==> config.mk <==
export PLATFORM = sky130hd
export DESIGN_NAME = keyboard_scancode_to_ascii
export DESIGN_NICKNAME = d
export VERILOG_FILES = /design/src/rtl/ksa_pkg.sv /design/src/rtl/ksa_in_stage.sv /design/src/rtl/ksa_decode.sv /design/src/rtl/ksa_out_stage.sv /design/src/rtl/keyboard_scancode_to_ascii.sv
export SDC_FILE = /design/constraint.sdc
export NUM_CORES = 1
export LEC_CHECK = 0
export ABC_CLOCK_PERIOD_IN_PS = 3050
export BUFFER_PORTS_ARGS = -buffer_cell sky130_fd_sc_hd__buf_2
export CAP_MARGIN = 5
export CORE_MARGIN = 1.5
export CORE_UTILIZATION = 25
export CTS_BUF_LIST = sky130_fd_sc_hd__clkbuf_16
export DETAILED_ROUTE_END_ITERATION = 10
export PLACE_DENSITY = 0.45
export SYNTH_ARGS = -nofsm -noshare
export SYNTH_HDL_FRONTEND = slang
export SYNTH_SLANG_ARGS = --single-unit
==> constraint.sdc <==
create_clock -name clk -period 3.05 [get_ports clk]
set_input_delay 0.305 -clock clk [delete_from_list [all_inputs] [get_ports clk]]
set_output_delay 0.305 -clock clk [all_outputs]
set_load 0.02 [all_outputs]
==> src/rtl/ksa_pkg.sv <==
// ---------------------------------------------------------------------------
// ksa_pkg
// Types, scan code constants and key tables for the scan code decoder.
// ---------------------------------------------------------------------------
package ksa_pkg;

    localparam logic [7:0] BYTE_PAUSE    = 8'he1;
    localparam logic [7:0] BYTE_EXTENDED = 8'he0;
    localparam logic [6:0] CODE_LSHIFT   = 7'h2a;
    localparam logic [6:0] CODE_RSHIFT   = 7'h36;
    localparam logic [6:0] CODE_CAPS     = 7'h3a;
    localparam logic [6:0] CODE_ENTER    = 7'h1c;
    localparam logic [6:0] CODE_SLASH    = 7'h35;
    localparam logic [2:0] PAUSE_SKIP    = 3'd5;

    localparam logic [6:0] CHAR_NEWLINE  = 7'h0a;
    localparam logic [6:0] CHAR_SLASH    = 7'h2f;
    localparam logic [6:0] CHAR_LC_A     = 7'h61;
    localparam logic [6:0] CHAR_LC_Z     = 7'h7a;
    localparam logic [6:0] CASE_OFFSET   = 7'h20;

    // Scan byte held in the input register
    typedef struct packed {
        logic       valid;
        logic [7:0] scan;
    } ksa_in_t;

    // Decode result offered to the output register
    typedef struct packed {
        logic       valid;
        logic [6:0] ch;
    } ksa_res_t;

    // US layout, unshifted; zero marks an unmapped code
    function automatic logic [6:0] ksa_base_map(input logic [6:0] code);
        logic [6:0] ch;
        case (code)
            7'h02: ch = 7'h31;
            7'h03: ch = 7'h32;
            7'h04: ch = 7'h33;
            7'h05: ch = 7'h34;
            7'h06: ch = 7'h35;
            7'h07: ch = 7'h36;
            7'h08: ch = 7'h37;
            7'h09: ch = 7'h38;
            7'h0a: ch = 7'h39;
            7'h0b: ch = 7'h30;
            7'h0c: ch = 7'h2d;
            7'h0d: ch = 7'h3d;
            7'h0e: ch = 7'h08;
            7'h0f: ch = 7'h09;
            7'h10: ch = 7'h71;
            7'h11: ch = 7'h77;
            7'h12: ch = 7'h65;
            7'h13: ch = 7'h72;
            7'h14: ch = 7'h74;
            7'h15: ch = 7'h79;
            7'h16: ch = 7'h75;
            7'h17: ch = 7'h69;
            7'h18: ch = 7'h6f;
            7'h19: ch = 7'h70;
            7'h1a: ch = 7'h5b;
            7'h1b: ch = 7'h5d;
            7'h1c: ch = 7'h0a;
            7'h1e: ch = 7'h61;
            7'h1f: ch = 7'h73;
            7'h20: ch = 7'h64;
            7'h21: ch = 7'h66;
            7'h22: ch = 7'h67;
            7'h23: ch = 7'h68;
            7'h24: ch = 7'h6a;
            7'h25: ch = 7'h6b;
            7'h26: ch = 7'h6c;
            7'h27: ch = 7'h3b;
            7'h28: ch = 7'h27;
            7'h29: ch = 7'h60;
            7'h2b: ch = 7'h5c;
            7'h2c: ch = 7'h7a;
            7'h2d: ch = 7'h78;
            7'h2e: ch = 7'h63;
            7'h2f: ch = 7'h76;
            7'h30: ch = 7'h62;
            7'h31: ch = 7'h6e;
            7'h32: ch = 7'h6d;
            7'h33: ch = 7'h2c;
            7'h34: ch = 7'h2e;
            7'h35: ch = 7'h2f;
            7'h37: ch = 7'h2a;
            7'h39: ch = 7'h20;
            default: ch = 7'h00;
        endcase
        return ch;
    endfunction

    // US layout, shifted symbols; zero means keep the unshifted entry
    function automatic logic [6:0] ksa_upper_map(input logic [6:0] code);
        logic [6:0] ch;
        case (code)
            7'h02: ch = 7'h21;
            7'h03: ch = 7'h40;
            7'h04: ch = 7'h23;
            7'h05: ch = 7'h24;
            7'h06: ch = 7'h25;
            7'h07: ch = 7'h5e;
            7'h08: ch = 7'h26;
            7'h09: ch = 7'h2a;
            7'h0a: ch = 7'h28;
            7'h0b: ch = 7'h29;
            7'h0c: ch = 7'h5f;
            7'h0d: ch = 7'h2b;
            7'h1a: ch = 7'h7b;
            7'h1b: ch = 7'h7d;
            7'h27: ch = 7'h3a;
            7'h28: ch = 7'h22;
            7'h29: ch = 7'h7e;
            7'h2b: ch = 7'h7c;
            7'h33: ch = 7'h3c;
            7'h34: ch = 7'h3e;
            7'h35: ch = 7'h3f;
            default: ch = 7'h00;
        endcase
        return ch;
    endfunction

endpackage

==> src/rtl/ksa_in_stage.sv <==
// ---------------------------------------------------------------------------
// ksa_in_stage
// Input register: captures one scan byte per request.
// ---------------------------------------------------------------------------
module ksa_in_stage
    import ksa_pkg::*;
(
    input  logic       clk,
    input  logic       rst_n,
    input  logic       s_tvalid,
    output logic       s_tready,
    input  logic [7:0] s_tdata,   // [7:0] scan_byte
    input  logic       advance,
    output ksa_in_t    held
);

    logic       valid_reg;
    logic       valid_next;
    logic [7:0] scan_reg;

    assign s_tready = !valid_reg || advance;

    always_comb
    begin
        valid_next = valid_reg;
        if (s_tready)
        begin
            valid_next = s_tvalid;
        end
    end

    always_ff @(posedge clk or negedge rst_n)
    begin
        if (!rst_n)
        begin
            valid_reg <= 1'b0;
        end
        else
        begin
            valid_reg <= valid_next;
        end
    end

    always_ff @(posedge clk)
    begin
        if (s_tvalid && s_tready)
        begin
            scan_reg <= s_tdata;
        end
    end

    assign held.valid = valid_reg;
    assign held.scan  = scan_reg;

endmodule

==> src/rtl/ksa_decode.sv <==
// ---------------------------------------------------------------------------
// ksa_decode
// Modifier state and one-pass translation of a scan byte to ASCII.
// ---------------------------------------------------------------------------
module ksa_decode
    import ksa_pkg::*;
(
    input  logic     clk,
    input  logic     rst_n,
    input  ksa_in_t  held,
    input  logic     advance,
    output ksa_res_t res
);

    logic       ext_reg,    ext_next;
    logic       lshift_reg, lshift_next;
    logic       rshift_reg, rshift_next;
    logic       caps_reg,   caps_next;
    logic       capkey_reg, capkey_next;
    logic [2:0] pause_reg,  pause_next;

    logic       released;
    logic [6:0] code;
    logic [6:0] base_ch;
    logic [6:0] upper_ch;
    logic       shift;

    assign released = held.scan[7];
    assign code     = held.scan[6:0];
    assign base_ch  = ksa_base_map(code);
    assign upper_ch = ksa_upper_map(code);
    assign shift    = lshift_reg || rshift_reg;

    always_comb
    begin
        ext_next    = ext_reg;
        lshift_next = lshift_reg;
        rshift_next = rshift_reg;
        caps_next   = caps_reg;
        capkey_next = capkey_reg;
        pause_next  = pause_reg;
        res.valid   = 1'b0;
        res.ch      = base_ch;

        if (pause_reg != 3'd0)
        begin
            pause_next = pause_reg - 3'd1;
        end
        else if (held.scan == BYTE_PAUSE)
        begin
            pause_next = PAUSE_SKIP;
            ext_next   = 1'b0;
        end
        else if (held.scan == BYTE_EXTENDED)
        begin
            ext_next = 1'b1;
        end
        else if (ext_reg)
        begin
            // only keypad enter and keypad slash survive the prefix
            ext_next = 1'b0;
            if (!released && (code == CODE_ENTER || code == CODE_SLASH))
            begin
                res.valid = 1'b1;
                res.ch    = (code == CODE_ENTER) ? CHAR_NEWLINE : CHAR_SLASH;
            end
        end
        else if (code == CODE_LSHIFT)
        begin
            lshift_next = !released;
        end
        else if (code == CODE_RSHIFT)
        begin
            rshift_next = !released;
        end
        else if (code == CODE_CAPS)
        begin
            if (!released && !capkey_reg)
            begin
                caps_next = !caps_reg;
            end
            capkey_next = !released;
        end
        else if (!released && base_ch != 7'd0)
        begin
            res.valid = 1'b1;
            if (base_ch inside {[CHAR_LC_A:CHAR_LC_Z]})
            begin
                if (shift != caps_reg)
                begin
                    res.ch = base_ch - CASE_OFFSET;
                end
            end
            else if (shift && upper_ch != 7'd0)
            begin
                res.ch = upper_ch;
            end
        end
    end

    always_ff @(posedge clk or negedge rst_n)
    begin
        if (!rst_n)
        begin
            ext_reg    <= 1'b0;
            lshift_reg <= 1'b0;
            rshift_reg <= 1'b0;
            caps_reg   <= 1'b0;
            capkey_reg <= 1'b0;
            pause_reg  <= 3'd0;
        end
        else if (advance)
        begin
            ext_reg    <= ext_next;
            lshift_reg <= lshift_next;
            rshift_reg <= rshift_next;
            caps_reg   <= caps_next;
            capkey_reg <= capkey_next;
            pause_reg  <= pause_next;
        end
    end

endmodule

==> src/rtl/ksa_out_stage.sv <==
// ---------------------------------------------------------------------------
// ksa_out_stage
// Result register on the master side; takes a new result while one drains.
// ---------------------------------------------------------------------------
module ksa_out_stage
    import ksa_pkg::*;
(
    input  logic       clk,
    input  logic       rst_n,
    input  ksa_res_t   res,
    input  logic       advance,
    output logic       take,
    output logic       m_tvalid,
    input  logic       m_tready,
    output logic [7:0] m_tdata    // [6:0] ascii_char, [7] zero
);

    logic       valid_reg;
    logic       valid_next;
    logic [6:0] ch_reg;

    assign take = !valid_reg || m_tready;

    always_comb
    begin
        valid_next = valid_reg;
        if (advance)
        begin
            valid_next = res.valid;
        end
        else if (m_tready)
        begin
            valid_next = 1'b0;
        end
    end

    always_ff @(posedge clk or negedge rst_n)
    begin
        if (!rst_n)
        begin
            valid_reg <= 1'b0;
        end
        else
        begin
            valid_reg <= valid_next;
        end
    end

    always_ff @(posedge clk)
    begin
        if (advance && res.valid)
        begin
            ch_reg <= res.ch;
        end
    end

    assign m_tvalid = valid_reg;
    assign m_tdata  = {1'b0, ch_reg};

endmodule

==> src/rtl/keyboard_scancode_to_ascii.sv <==
// ---------------------------------------------------------------------------
// keyboard_scancode_to_ascii: scan code set 1 to ASCII decoder
// Request to result passes the input register, then the result register.
// Throughput one byte per cycle; only a stalled result register holds input.
// Reset clears the modifier, prefix and pause state and empties both stages.
// ---------------------------------------------------------------------------
module keyboard_scancode_to_ascii
    import ksa_pkg::*;
(
    input  logic       clk,
    input  logic       rst_n,
    input  logic       s_tvalid,
    output logic       s_tready,
    input  logic [7:0] s_tdata,   // [7:0] scan_byte
    output logic       m_tvalid,
    input  logic       m_tready,
    output logic [7:0] m_tdata    // [6:0] ascii_char, [7] zero
);

    ksa_in_t  held;
    ksa_res_t res;
    logic     take;
    logic     advance;

    // byte leaves the input register whether or not it yields a result
    assign advance = held.valid && take;

    ksa_in_stage u_in (
        .clk      (clk),
        .rst_n    (rst_n),
        .s_tvalid (s_tvalid),
        .s_tready (s_tready),
        .s_tdata  (s_tdata),
        .advance  (advance),
        .held     (held)
    );

    ksa_decode u_dec (
        .clk     (clk),
        .rst_n   (rst_n),
        .held    (held),
        .advance (advance),
        .res     (res)
    );

    ksa_out_stage u_out (
        .clk      (clk),
        .rst_n    (rst_n),
        .res      (res),
        .advance  (advance),
        .take     (take),
        .m_tvalid (m_tvalid),
        .m_tready (m_tready),
        .m_tdata  (m_tdata)
    );

endmodule

==> results of run 1 <==
[worst paths after layout]
kind / slack, ns / endpoint
min in group asynchronous: 0.41 / u_in.valid_reg
worst max register to register: 0.39 / flop
worst max-delay path: 0.39 / flop
worst min-delay path: 0.20 / u_in.scan_reg[7]
max in group asynchronous: 2.44 / u_dec.lshift_reg
worst min register to register: 0.48 / u_dec.pause_reg[1]
[routing by layer]
| metal | GRT usage | routed length, um | up-vias |
|---|---|---|---|
| met3 | 0.02567 | 645 | 20 |
| met1 | 0.2156 | 5068 | 1580 |
| li1 | - | - | 1540 |
| met4 | 0.04390 | 198 | 0 |
| met5 | 0 | 0 | - |
| met2 | 0.2331 | 4746 | 122 |
[stage by stage]
step | instances | area, um^2 | setup WS, ns | hold WS (ns) | total power, mW
4_1_cts | 591 | 3920 | 0.3952 | 0.1946 | 2.108
6_report | 591 | 3920 | 0.3870 | 0.1971 | 2.097
2_1_floorplan | 395 | 3413 | 0.4663 | 0.009409 | 1.249
3_3_place_gp | 582 | 3729 | 0.3569 | 0.1812 | 1.486
5_1_grt | 591 | 3920 | 0.2370 | 0.1940 | 2.219
3_5_place_dp | 582 | 3729 | 0.3968 | 0.1758 | 1.477
[synthesized netlist by cell type (all sizes together) (3+ instances only)]
library cell	number	area share
o221ai	5	0.013
o22ai	3	0.0055
ha	15	0.055
a22oi	3	0.0066
nor3b	5	0.011
a21o	4	0.0088
a211o	4	0.010
o32ai	3	0.0077
inv	15	0.017
o211ai	5	0.011
o21a	3	0.0066
nand2b	12	0.022
nand3b	7	0.020
nand2	25	0.030
dfxtp	14	0.082
a31oi	9	0.016
a21oi	19	0.030
and3	3	0.0055
o31ai	8	0.019
mux2	8	0.030
dfrtp	10	0.073
mux2i	13	0.038
buf	19	0.032
nand3	10	0.015
a211oi	9	0.025
a32oi	3	0.0077
o21ai	30	0.044
nor3	18	0.029
edfxtp	15	0.13
a221oi	4	0.010
clkbuf	8	0.0088
nor2	26	0.029
xnor2	4	0.010
nand4	3	0.0055
nor2b	16	0.029
[placed cells by master, fill, tap and decap left out, types with 9 or more instances in the layout]
master	n
a21oi_1	17
a31oi_1	9
buf_2	20
buf_4	18
dfrtp_1	10
dfxtp_1	14
edfxtp_1	15
ha_1	15
inv_1	13
mux2i_1	13
nand2_1	24
nand2b_1	12
nand3_1	10
nor2_1	25
nor2b_1	16
nor3_1	16
o21ai_0	28
[layout make-up]
cell class / count / area [um^2]
fill: 1438 / 9375
clock buffer: 7 / 175.2
sequential: 39 / 980.9
multi-input combinational: 313 / 2228
clock inverter: 1 / 6.256
inverter: 16 / 63.81
tap: 176 / 220.2
timing repair buffer: 39 / 245.2
[power groups by stage]
stage	clock, mW	combinational, mW	sequential (mW)
2_1_floorplan	0	0.553	0.696
3_3_place_gp	0	0.767	0.720
3_5_place_dp	0	0.757	0.720
4_1_cts	0.634	0.764	0.710
5_1_grt	0.650	0.848	0.721
6_report	0.618	0.770	0.709
[cells by family (layout without fill, tap and decap cells)]
kind of cell             after synthesis  count (layout)  synth area share
buffers and inverters                 43              63           0.05975
other                                  1               1          0.001099
multiplexers                          21              21           0.06781
flip-flops                            39              39            0.2874
adder cells (fa/ha/maj)               15              15           0.05499
AND/OR/NAND/NOR                      141             141            0.2434
XOR/XNOR                               5               5           0.01283
AO/OA/AOI/OAI                        130             130            0.2727
==> qor.txt, run 1 <==
Post-DRT Antenna Nets: 0
R2R depth: 10
Largest net degree at the start of global routing: 22
Clk buf depth: 2
Row count: 42
CTS Sinks: 39
Tot GR Track Use: 0.1509
Clock share of power: 0.295
Layout Skew: 0.004184 ns
Ys async rst share: 0.2564
Worst hold stages: 1
HP Start: s_tdata[7]
Final period util: 0.8731
Antenna violations before repair: 0
CTS Root Cell: clkbuf_16
Setup repair after global routing missed its margin: false
CP Launch Type: flop
Die H: 119.8 um
Layout area overhead: 14.85%
Hold Path Class: in -> reg
Reg-to-reg startpoint: u_in.valid_reg
Port bufs: 20
Worst-skew pair later-pin latency: 0.28 ns
Critical-path top delay cell: dfrtp_1
CP Class: reg -> reg
CORE AREA: 13300 um^2
Cells after Synth: 395
Layout cell share with drive strength beyond 1: 0.1855
WP depth: 10
Worst path buffer plus inverter count: 2
Post-cts gate resize count: 0
Final setup fails: 0
Lkg Pwr: 1.489 nW
Sw power: 0.7590 mW
Fin crit period: 2.663 ns
Post-CTS Repair Setup Buffers: 0
Critical path arrival: 2.83 ns
First-pass GRT wire length: 17390 um
Peak supply drop: 194.3 uV
CP delay by family, top: compound AO/OA/AOI/OAI gates
Primary FF master, synth: edfxtp_1
Fin nets: 441
Syn Area/Cell: 8.641 um^2
Max Clk Rate: 0.3755 GHz
Worst Tran Pin Value: 0.6614 ns
DRC violation count after routing: 0
Ports: 22
Vias: 3262
Syn nets: 422
CP Cell Sequence: nand3b_4, nand2_4, inv_4, mux2_4, inv_2, ha_1, a211oi_1, o21ai_0, a21oi_1, o311a_1
Worst-path clk slew: 0.06 ns
Worst-path fanout max: 9
Number of synthesized flops with an enable pin: 15
Vias/cell: 5.519
Synth cell types: 83
Vias in the first global route: 3152
Die ar.: 14360 um^2
Int Pwr: 1.338 mW
Crit. Startpoint: u_in.valid_reg
WL final: 10660 um
Seq/Total Area, Yosys: 0.2874
Max Cap Viol: 0
RePlAce Congestion: 0.8962
CP endpoint kind: flop
Post-CTS Hold Buffers: 1
Max Slew Vio Count: 0
Slowest stage delay, CP: 0.45 ns
Comb pwr share: 0.367
DRT iter0 DRCs: 173
WL per Instance: 18.03 um
Status: finished clean
Final hold violations: 0
Final setup TNS: 0 ns
Hpwl dp: 7911 um
Power per cell area: 534.9 nW/um^2
Max H-tree Level: 2
CTS buffer count: 5
Initial Utilization: 0.2567
Switching share of power: 0.3620
TritonCTS clock tree: built
Sequential power share: 0.338
Synth warnings: 0
Synth Register Bits: 39
Detailed Routing Iterations Pass 1: 5
Slew headroom: 0.5570
Required @ worst endpoint: 3.22 ns
Post-layout util: 0.2948
Ant. Diodes: 0
Syn Std Cell Area: 3413 um^2
Die X: 119.8 um
Grt ovf: 0
Power figures use the tool's default switching activity.
==> run 2: changes to the inputs <==
- PLACE_DENSITY: 0.45 -> not set
==> qor.txt, run 2 (synthesis results as in run 1) <==
Switching share of power: 0.3787 (+0.01678)
CP Launch Type: flop
Final period util: 0.9172 (+0.04413)
Tot GR Track Use: 0.1411 (-0.009856)
Peak supply drop: 250.2 uV (+29%)
Vias in the first global route: 3144 (-0.25%)
Dpl ws: 0.3468 ns (-0.04994 ns)
Die H: 119.8 um (unchanged)
Vias/cell: 5.678 (+2.9%)
Post-DRT Antenna Nets: 0 (unchanged)
Final Cell Area: 3847 um^2 (-1.9%)
Die X: 119.8 um (unchanged)
Comb pwr share: 0.385 (+0.018)
TritonCTS clock tree: built
Ports: 22 (unchanged)
Most common cell after layout, fill and taps aside: o21ai_0
FILL cells: 1402 (-2.5%)
Slew headroom: 0.5752 (+0.01818)
Int Pwr: 1.224 mW (-8.5%)
R2r endpoint: u_out.ch_reg[5]
CTS Root Cell: clkbuf_16
Crit path to: u_out.ch_reg[5]
Crit. Startpoint: u_in.scan_reg[6]
Largest net degree at the start of global routing: 22 (unchanged)
Final setup TNS: 0 ns (unchanged)
Leading cell types in the layout, fill and taps excluded: o21ai_0, nor2_1, nand2_1
Row count: 42 (unchanged)
WL per Instance: 17.08 um (-5.3%)
Critical path arrival: 2.81 ns (-0.02 ns)
Reg-to-reg startpoint: u_in.scan_reg[6]
Clk buf depth: 2 (unchanged)
Final hold violations: 0 (unchanged)
RePlAce Congestion: 0.9462 (+5.6%)
Vias: 3333 (+2.2%)
Max Clk Rate: 0.3575 GHz (-4.8%)
DRC violation count after routing: 0 (unchanged)
Hpwl dp: 7417 um (-6.2%)
Lkg Pwr: 1.450 nW (-2.6%)
Total power draw: 1.970 mW (-6.0%)
Layout cell share with drive strength beyond 1: 0.1752 (-0.01036)
Critical-path top delay cell: edfxtp_1
First-pass GRT wire length: 16500 um (-5.2%)
Fin crit period: 2.798 ns (+0.1346 ns)
Power per cell area: 512.1 nW/um^2 (-4.3%)
Hold Path Class: in -> reg
Final setup fails: 0 (unchanged)
Setup repair after global routing missed its margin: false
CTS buffer count: 5 (unchanged)
Post-cts gate resize count: 0 (unchanged)
Clock share of power: 0.253 (-0.042)
Grt ovf: 0 (unchanged)
DRT iter0 DRCs: 486 (+180%)
Initial Utilization: 0.2567 (unchanged)
CORE AREA: 13300 um^2 (unchanged)
Worst-skew pair later-pin latency: 0.28 ns (about the same)
Ant. Diodes: 0 (unchanged)
Detailed Routing Iterations Pass 1: 5 (unchanged)
Antenna violations before repair: 0 (unchanged)
Worst-path clk slew: 0.06 ns (about the same)
CP Class: reg -> reg
Sw power: 0.7462 mW (-1.7%)
Worst-path fanout max: 12 (+3)
Required @ worst endpoint: 3.07 ns (-0.15 ns)
Fin nets: 437 (-0.91%)
Final WS setup: 0.2524 ns (-0.1346 ns)
Slowest stage delay, CP: 0.57 ns (+0.12 ns)
WL final: 10030 um (-5.9%)
R2R depth: 8 (-2)
Sequential power share: 0.362 (+0.024)
Max H-tree Level: 2 (unchanged)
Max Cap Viol: 0 (unchanged)
CP Cell Sequence: nor2b_1, ha_1, o211ai_1, a211oi_2, nor3_2, or4b_1, a21oi_1, o31ai_1
CP endpoint kind: flop
Port bufs: 20 (unchanged)
CTS Sinks: 39 (unchanged)
Final cell count without fillers: 587 (-0.68%)
Layout Skew: 0.008582 ns (+0.004398 ns)
Worst Tran Pin Value: 0.6342 ns (-0.02714 ns)
DP Area: 3699 um^2 (-0.81%)
Max Slew Vio Count: 0 (unchanged)
R2r setup slk: 0.25 ns (-0.13 ns)
Die ar.: 14360 um^2 (unchanged)
Status: finished clean
Placed insts: 578 (-0.69%)
Layout area overhead: 12.72%
[run 2: what timing repair did]
| item | CTS | global route |
|---|---|---|
| hold endpoints to repair | 10 | 0 |
| hold buffers | 1 | 0 |
| setup buffers | 0 | 0 |
[run 2: power by group through the flow]
| stage | combinational [mW] | sequential (mW) | clock, mW |
|---|---|---|---|
| after global placement | 0.735 | 0.721 | 0 |
| after detailed placement | 0.735 | 0.722 | 0 |
| after floorplan | 0.553 | 0.696 | 0 |
| after CTS | 0.742 | 0.712 | 0.503 |
| after global routing | 0.828 | 0.725 | 0.527 |
| final | 0.759 | 0.713 | 0.498 |
[run 2: critical path: cells and delay by family (launching register included)]
kind,cells,cell delay [ns]
AND/OR/NAND/NOR,3,0.99
AO/OA/AOI/OAI,4,0.71
adder cells (fa/ha/maj),1,0.26
flip-flops,1,0.57
[run 2: cell type report]
type / count / area, um^2 / area share
clock buffer: 5 / 125.1 / 0.03252
clock inverter: 3 / 13.76 / 0.003577
inverter: 16 / 63.81 / 0.01659
multi-input combinational: 313 / 2228 / 0.5792
sequential: 39 / 980.9 / 0.2550
tap: 176 / 220.2 / 0.05724
timing repair buffer: 35 / 215.2 / 0.05593
[run 2: worst min path at each step]
stage,depth (start not counted),start,end
final,1,s_tdata[7],u_in.scan_reg[7]
after global routing,1,s_tdata[7],u_in.scan_reg[7]
after CTS,1,s_tdata[7],u_in.scan_reg[7]
after detailed placement,1,rst_n,u_dec.ext_reg
after global placement,1,rst_n,u_dec.ext_reg
after floorplan,0,rst_n,u_dec.capkey_reg
[run 2: routing by layer]
| metal | part of all wire | track usage | vias to the layer above |
|---|---|---|---|
| met5 | 0 | 0 | - |
| li1 | - | - | 1526 |
| met1 | 0.44 | 0.1898 | 1573 |
| met4 | 0.032 | 0.04688 | 0 |
| met2 | 0.46 | 0.2306 | 196 |
| met3 | 0.074 | 0.02234 | 38 |
[run 2: per-stage QoR]
| step | utilization | hold slack [ns] |
|---|---|---|
| after CTS | 0.2894 | 0.1961 |
| after floorplan | - | 0.009409 |
| after global routing | 0.2894 | 0.1975 |
| final | 0.2894 | 0.1959 |
| after detailed placement | 0.2782 | 0.1821 |
| after global placement | 0.2782 | 0.1728 |
==> run 3: changes to the inputs <==
- ABC_CLOCK_PERIOD_IN_PS: 3050 -> 3100
- clock period: 3.05 -> 3.1 ns (I/O delays scaled with it)
==> qor.txt, run 3 (synthesis results as in run 1) <==
CORE AREA: 13300 um^2 (unchanged)
Antenna violations before repair: 0 (unchanged)
Max Slew Vio Count: 0 (unchanged)
Slowest stage delay, CP: 0.43 ns (-0.14 ns)
Row count: 42 (unchanged)
CP Launch Type: flop
Critical-path top delay cell: dfrtp_1
Layout Skew: 0.01142 ns (+0.002843 ns)
Required @ worst endpoint: 3.27 ns (+0.20 ns)
HP Start: s_tdata[7]
Final Cell Area: 3850 um^2 (about the same)
Max Clk Rate: 0.3667 GHz (+2.6%)
Dpl ws: 0.3919 ns (+0.04507 ns)
Tot GR Track Use: 0.1425 (+0.001385)
Max Cap Viol: 0 (unchanged)
Post-DRT Antenna Nets: 0 (unchanged)
Total power draw: 1.933 mW (-1.9%)
Reg-to-reg startpoint: u_in.valid_reg
Die H: 119.8 um (unchanged)
Initial Utilization: 0.2567 (unchanged)
DP Area: 3704 um^2 (+0.14%)
RePlAce Congestion: 0.8905 (-5.9%)
Critical path arrival: 2.90 ns (+0.09 ns)
Post-CTS Repair Setup Buffers: 0 (unchanged)
Worst-path clk slew: 0.06 ns (about the same)
WL final: 10120 um (+0.89%)
Final period util: 0.8797 (-0.03751)
Detailed Routing Iterations Pass 1: 5 (unchanged)
Leading cell types in the layout, fill and taps excluded: o21ai_0, nor2_1, nand2_1
Layout area overhead: 12.79% (about the same)
Lkg Pwr: 1.456 nW (+0.39%)
Min Hold Slack: 0.2019 ns (+0.005953 ns)
Layout cell share with drive strength beyond 1: 0.1683 (-0.006890)
Grt ovf: 0 (unchanged)
DRC violation count after routing: 0 (unchanged)
CP Cell Sequence: nand3b_4, nand2_4, inv_4, mux2_4, inv_2, ha_1, a211oi_1, o21ai_0, a21oi_1, o311a_1
Vias in the first global route: 3228 (+2.7%)
Worst Tran Pin Value: 0.6785 ns (+0.04424 ns)
Clk buf depth: 2 (unchanged)
Status: finished clean
Met2 routed WL: 4647 um (+1.3%)
CTS buffer count: 5 (unchanged)
Hold Path Class: in -> reg
Most common cell after layout, fill and taps aside: o21ai_0
Ports: 22 (unchanged)
TritonCTS clock tree: built
Fin nets: 436 (-0.23%)
Slew headroom: 0.5360 (-0.03922)
Top layer in use: met4
Final hold violations: 0 (unchanged)
Largest net degree at the start of global routing: 22 (unchanged)
Final setup TNS: 0 ns (unchanged)
Port bufs: 20 (unchanged)
CTS Sinks: 39 (unchanged)
Final cell count without fillers: 586 (-0.17%)
Worst-path fanout max: 19 (+7)
Final WS setup: 0.3728 ns (+0.1204 ns)
Post-layout util: 0.2896 (about the same)
Peak supply drop: 207.6 uV (-17%)
Power per cell area: 502.1 nW/um^2 (-2.0%)
DRT iter0 DRCs: 473 (-2.7%)
CP Class: reg -> reg
WL met3: 576 um (-22%)
First-pass GRT wire length: 16570 um (+0.46%)
Fin crit period: 2.727 ns (-0.07041 ns)
Hpwl dp: 7531 um (+1.5%)
Die X: 119.8 um (unchanged)
Setup repair after global routing missed its margin: false
Placed insts: 577 (-0.17%)
CP endpoint kind: flop
Ant. Diodes: 0 (unchanged)
Die ar.: 14360 um^2 (unchanged)
Max H-tree Level: 2 (unchanged)
Vias/cell: 5.606 (-1.3%)
WL per Instance: 17.26 um (+1.1%)
Vias: 3285 (-1.4%)
Crit. Startpoint: u_in.valid_reg
Worst-skew pair later-pin latency: 0.28 ns (about the same)
Met1 Routed Length: 4625 um (+5.7%)
CTS Root Cell: clkbuf_16
Final setup fails: 0 (unchanged)
[run 3: final cells by class]
class                      instances  area, um^2
fill                            1381        9445
multi-input combinational        313        2228
sequential                        39       980.9
timing repair buffer              34       220.2
tap                              176       220.2
clock buffer                       5       125.1
inverter                          16       63.81
clock inverter                     3       11.26
[run 3: path summary, 6_finish.rpt]
path / to / slack [ns] / cells after the start
max: flop / 0.37 / 10
min: u_in.scan_reg[7] / 0.20 / 1
max reg2reg: flop / 0.37 / 10
min reg2reg: u_dec.pause_reg[1] / 0.48 / 1
max in group asynchronous: u_dec.lshift_reg / 2.48 / 2
min in group asynchronous: u_in.valid_reg / 0.42 / 2
[run 3: report_power, final]
part	leakage [nW]	switching [mW]	internal [mW]	total, mW
sequential	0.391	0.0835	0.623	0.707
combinational	0.987	0.454	0.292	0.746
clock	0.0776	0.191	0.289	0.480
total	1.46	0.729	1.20	1.93
[run 3: per-layer routing]
metal / up-vias / track usage
li1: 1519 / -
met1: 1588 / 0.1906
met2: 142 / 0.2320
met3: 36 / 0.02329
met4: 0 / 0.05060
met5: - / 0
[run 3: timing repair]
| item | in CTS | in global routing |
|---|---|---|
| resized for setup | 0 | 0 |
| endpoints found under the setup margin | 0 | 0 |
| endpoints found under the hold margin | 10 | 0 |
| hold buffers | 1 | 0 |
[run 3: worst max-delay path: cells and delay by family (launching register included)]
family                     cells  cell delay (ns)
muxes                          1             0.36
AOI/OAI and AO/OA              4             0.77
and+or+nand+nor                2             0.43
DFF                            1             0.43
buffers and inverters          2             0.24
adders and majority gates      1             0.39
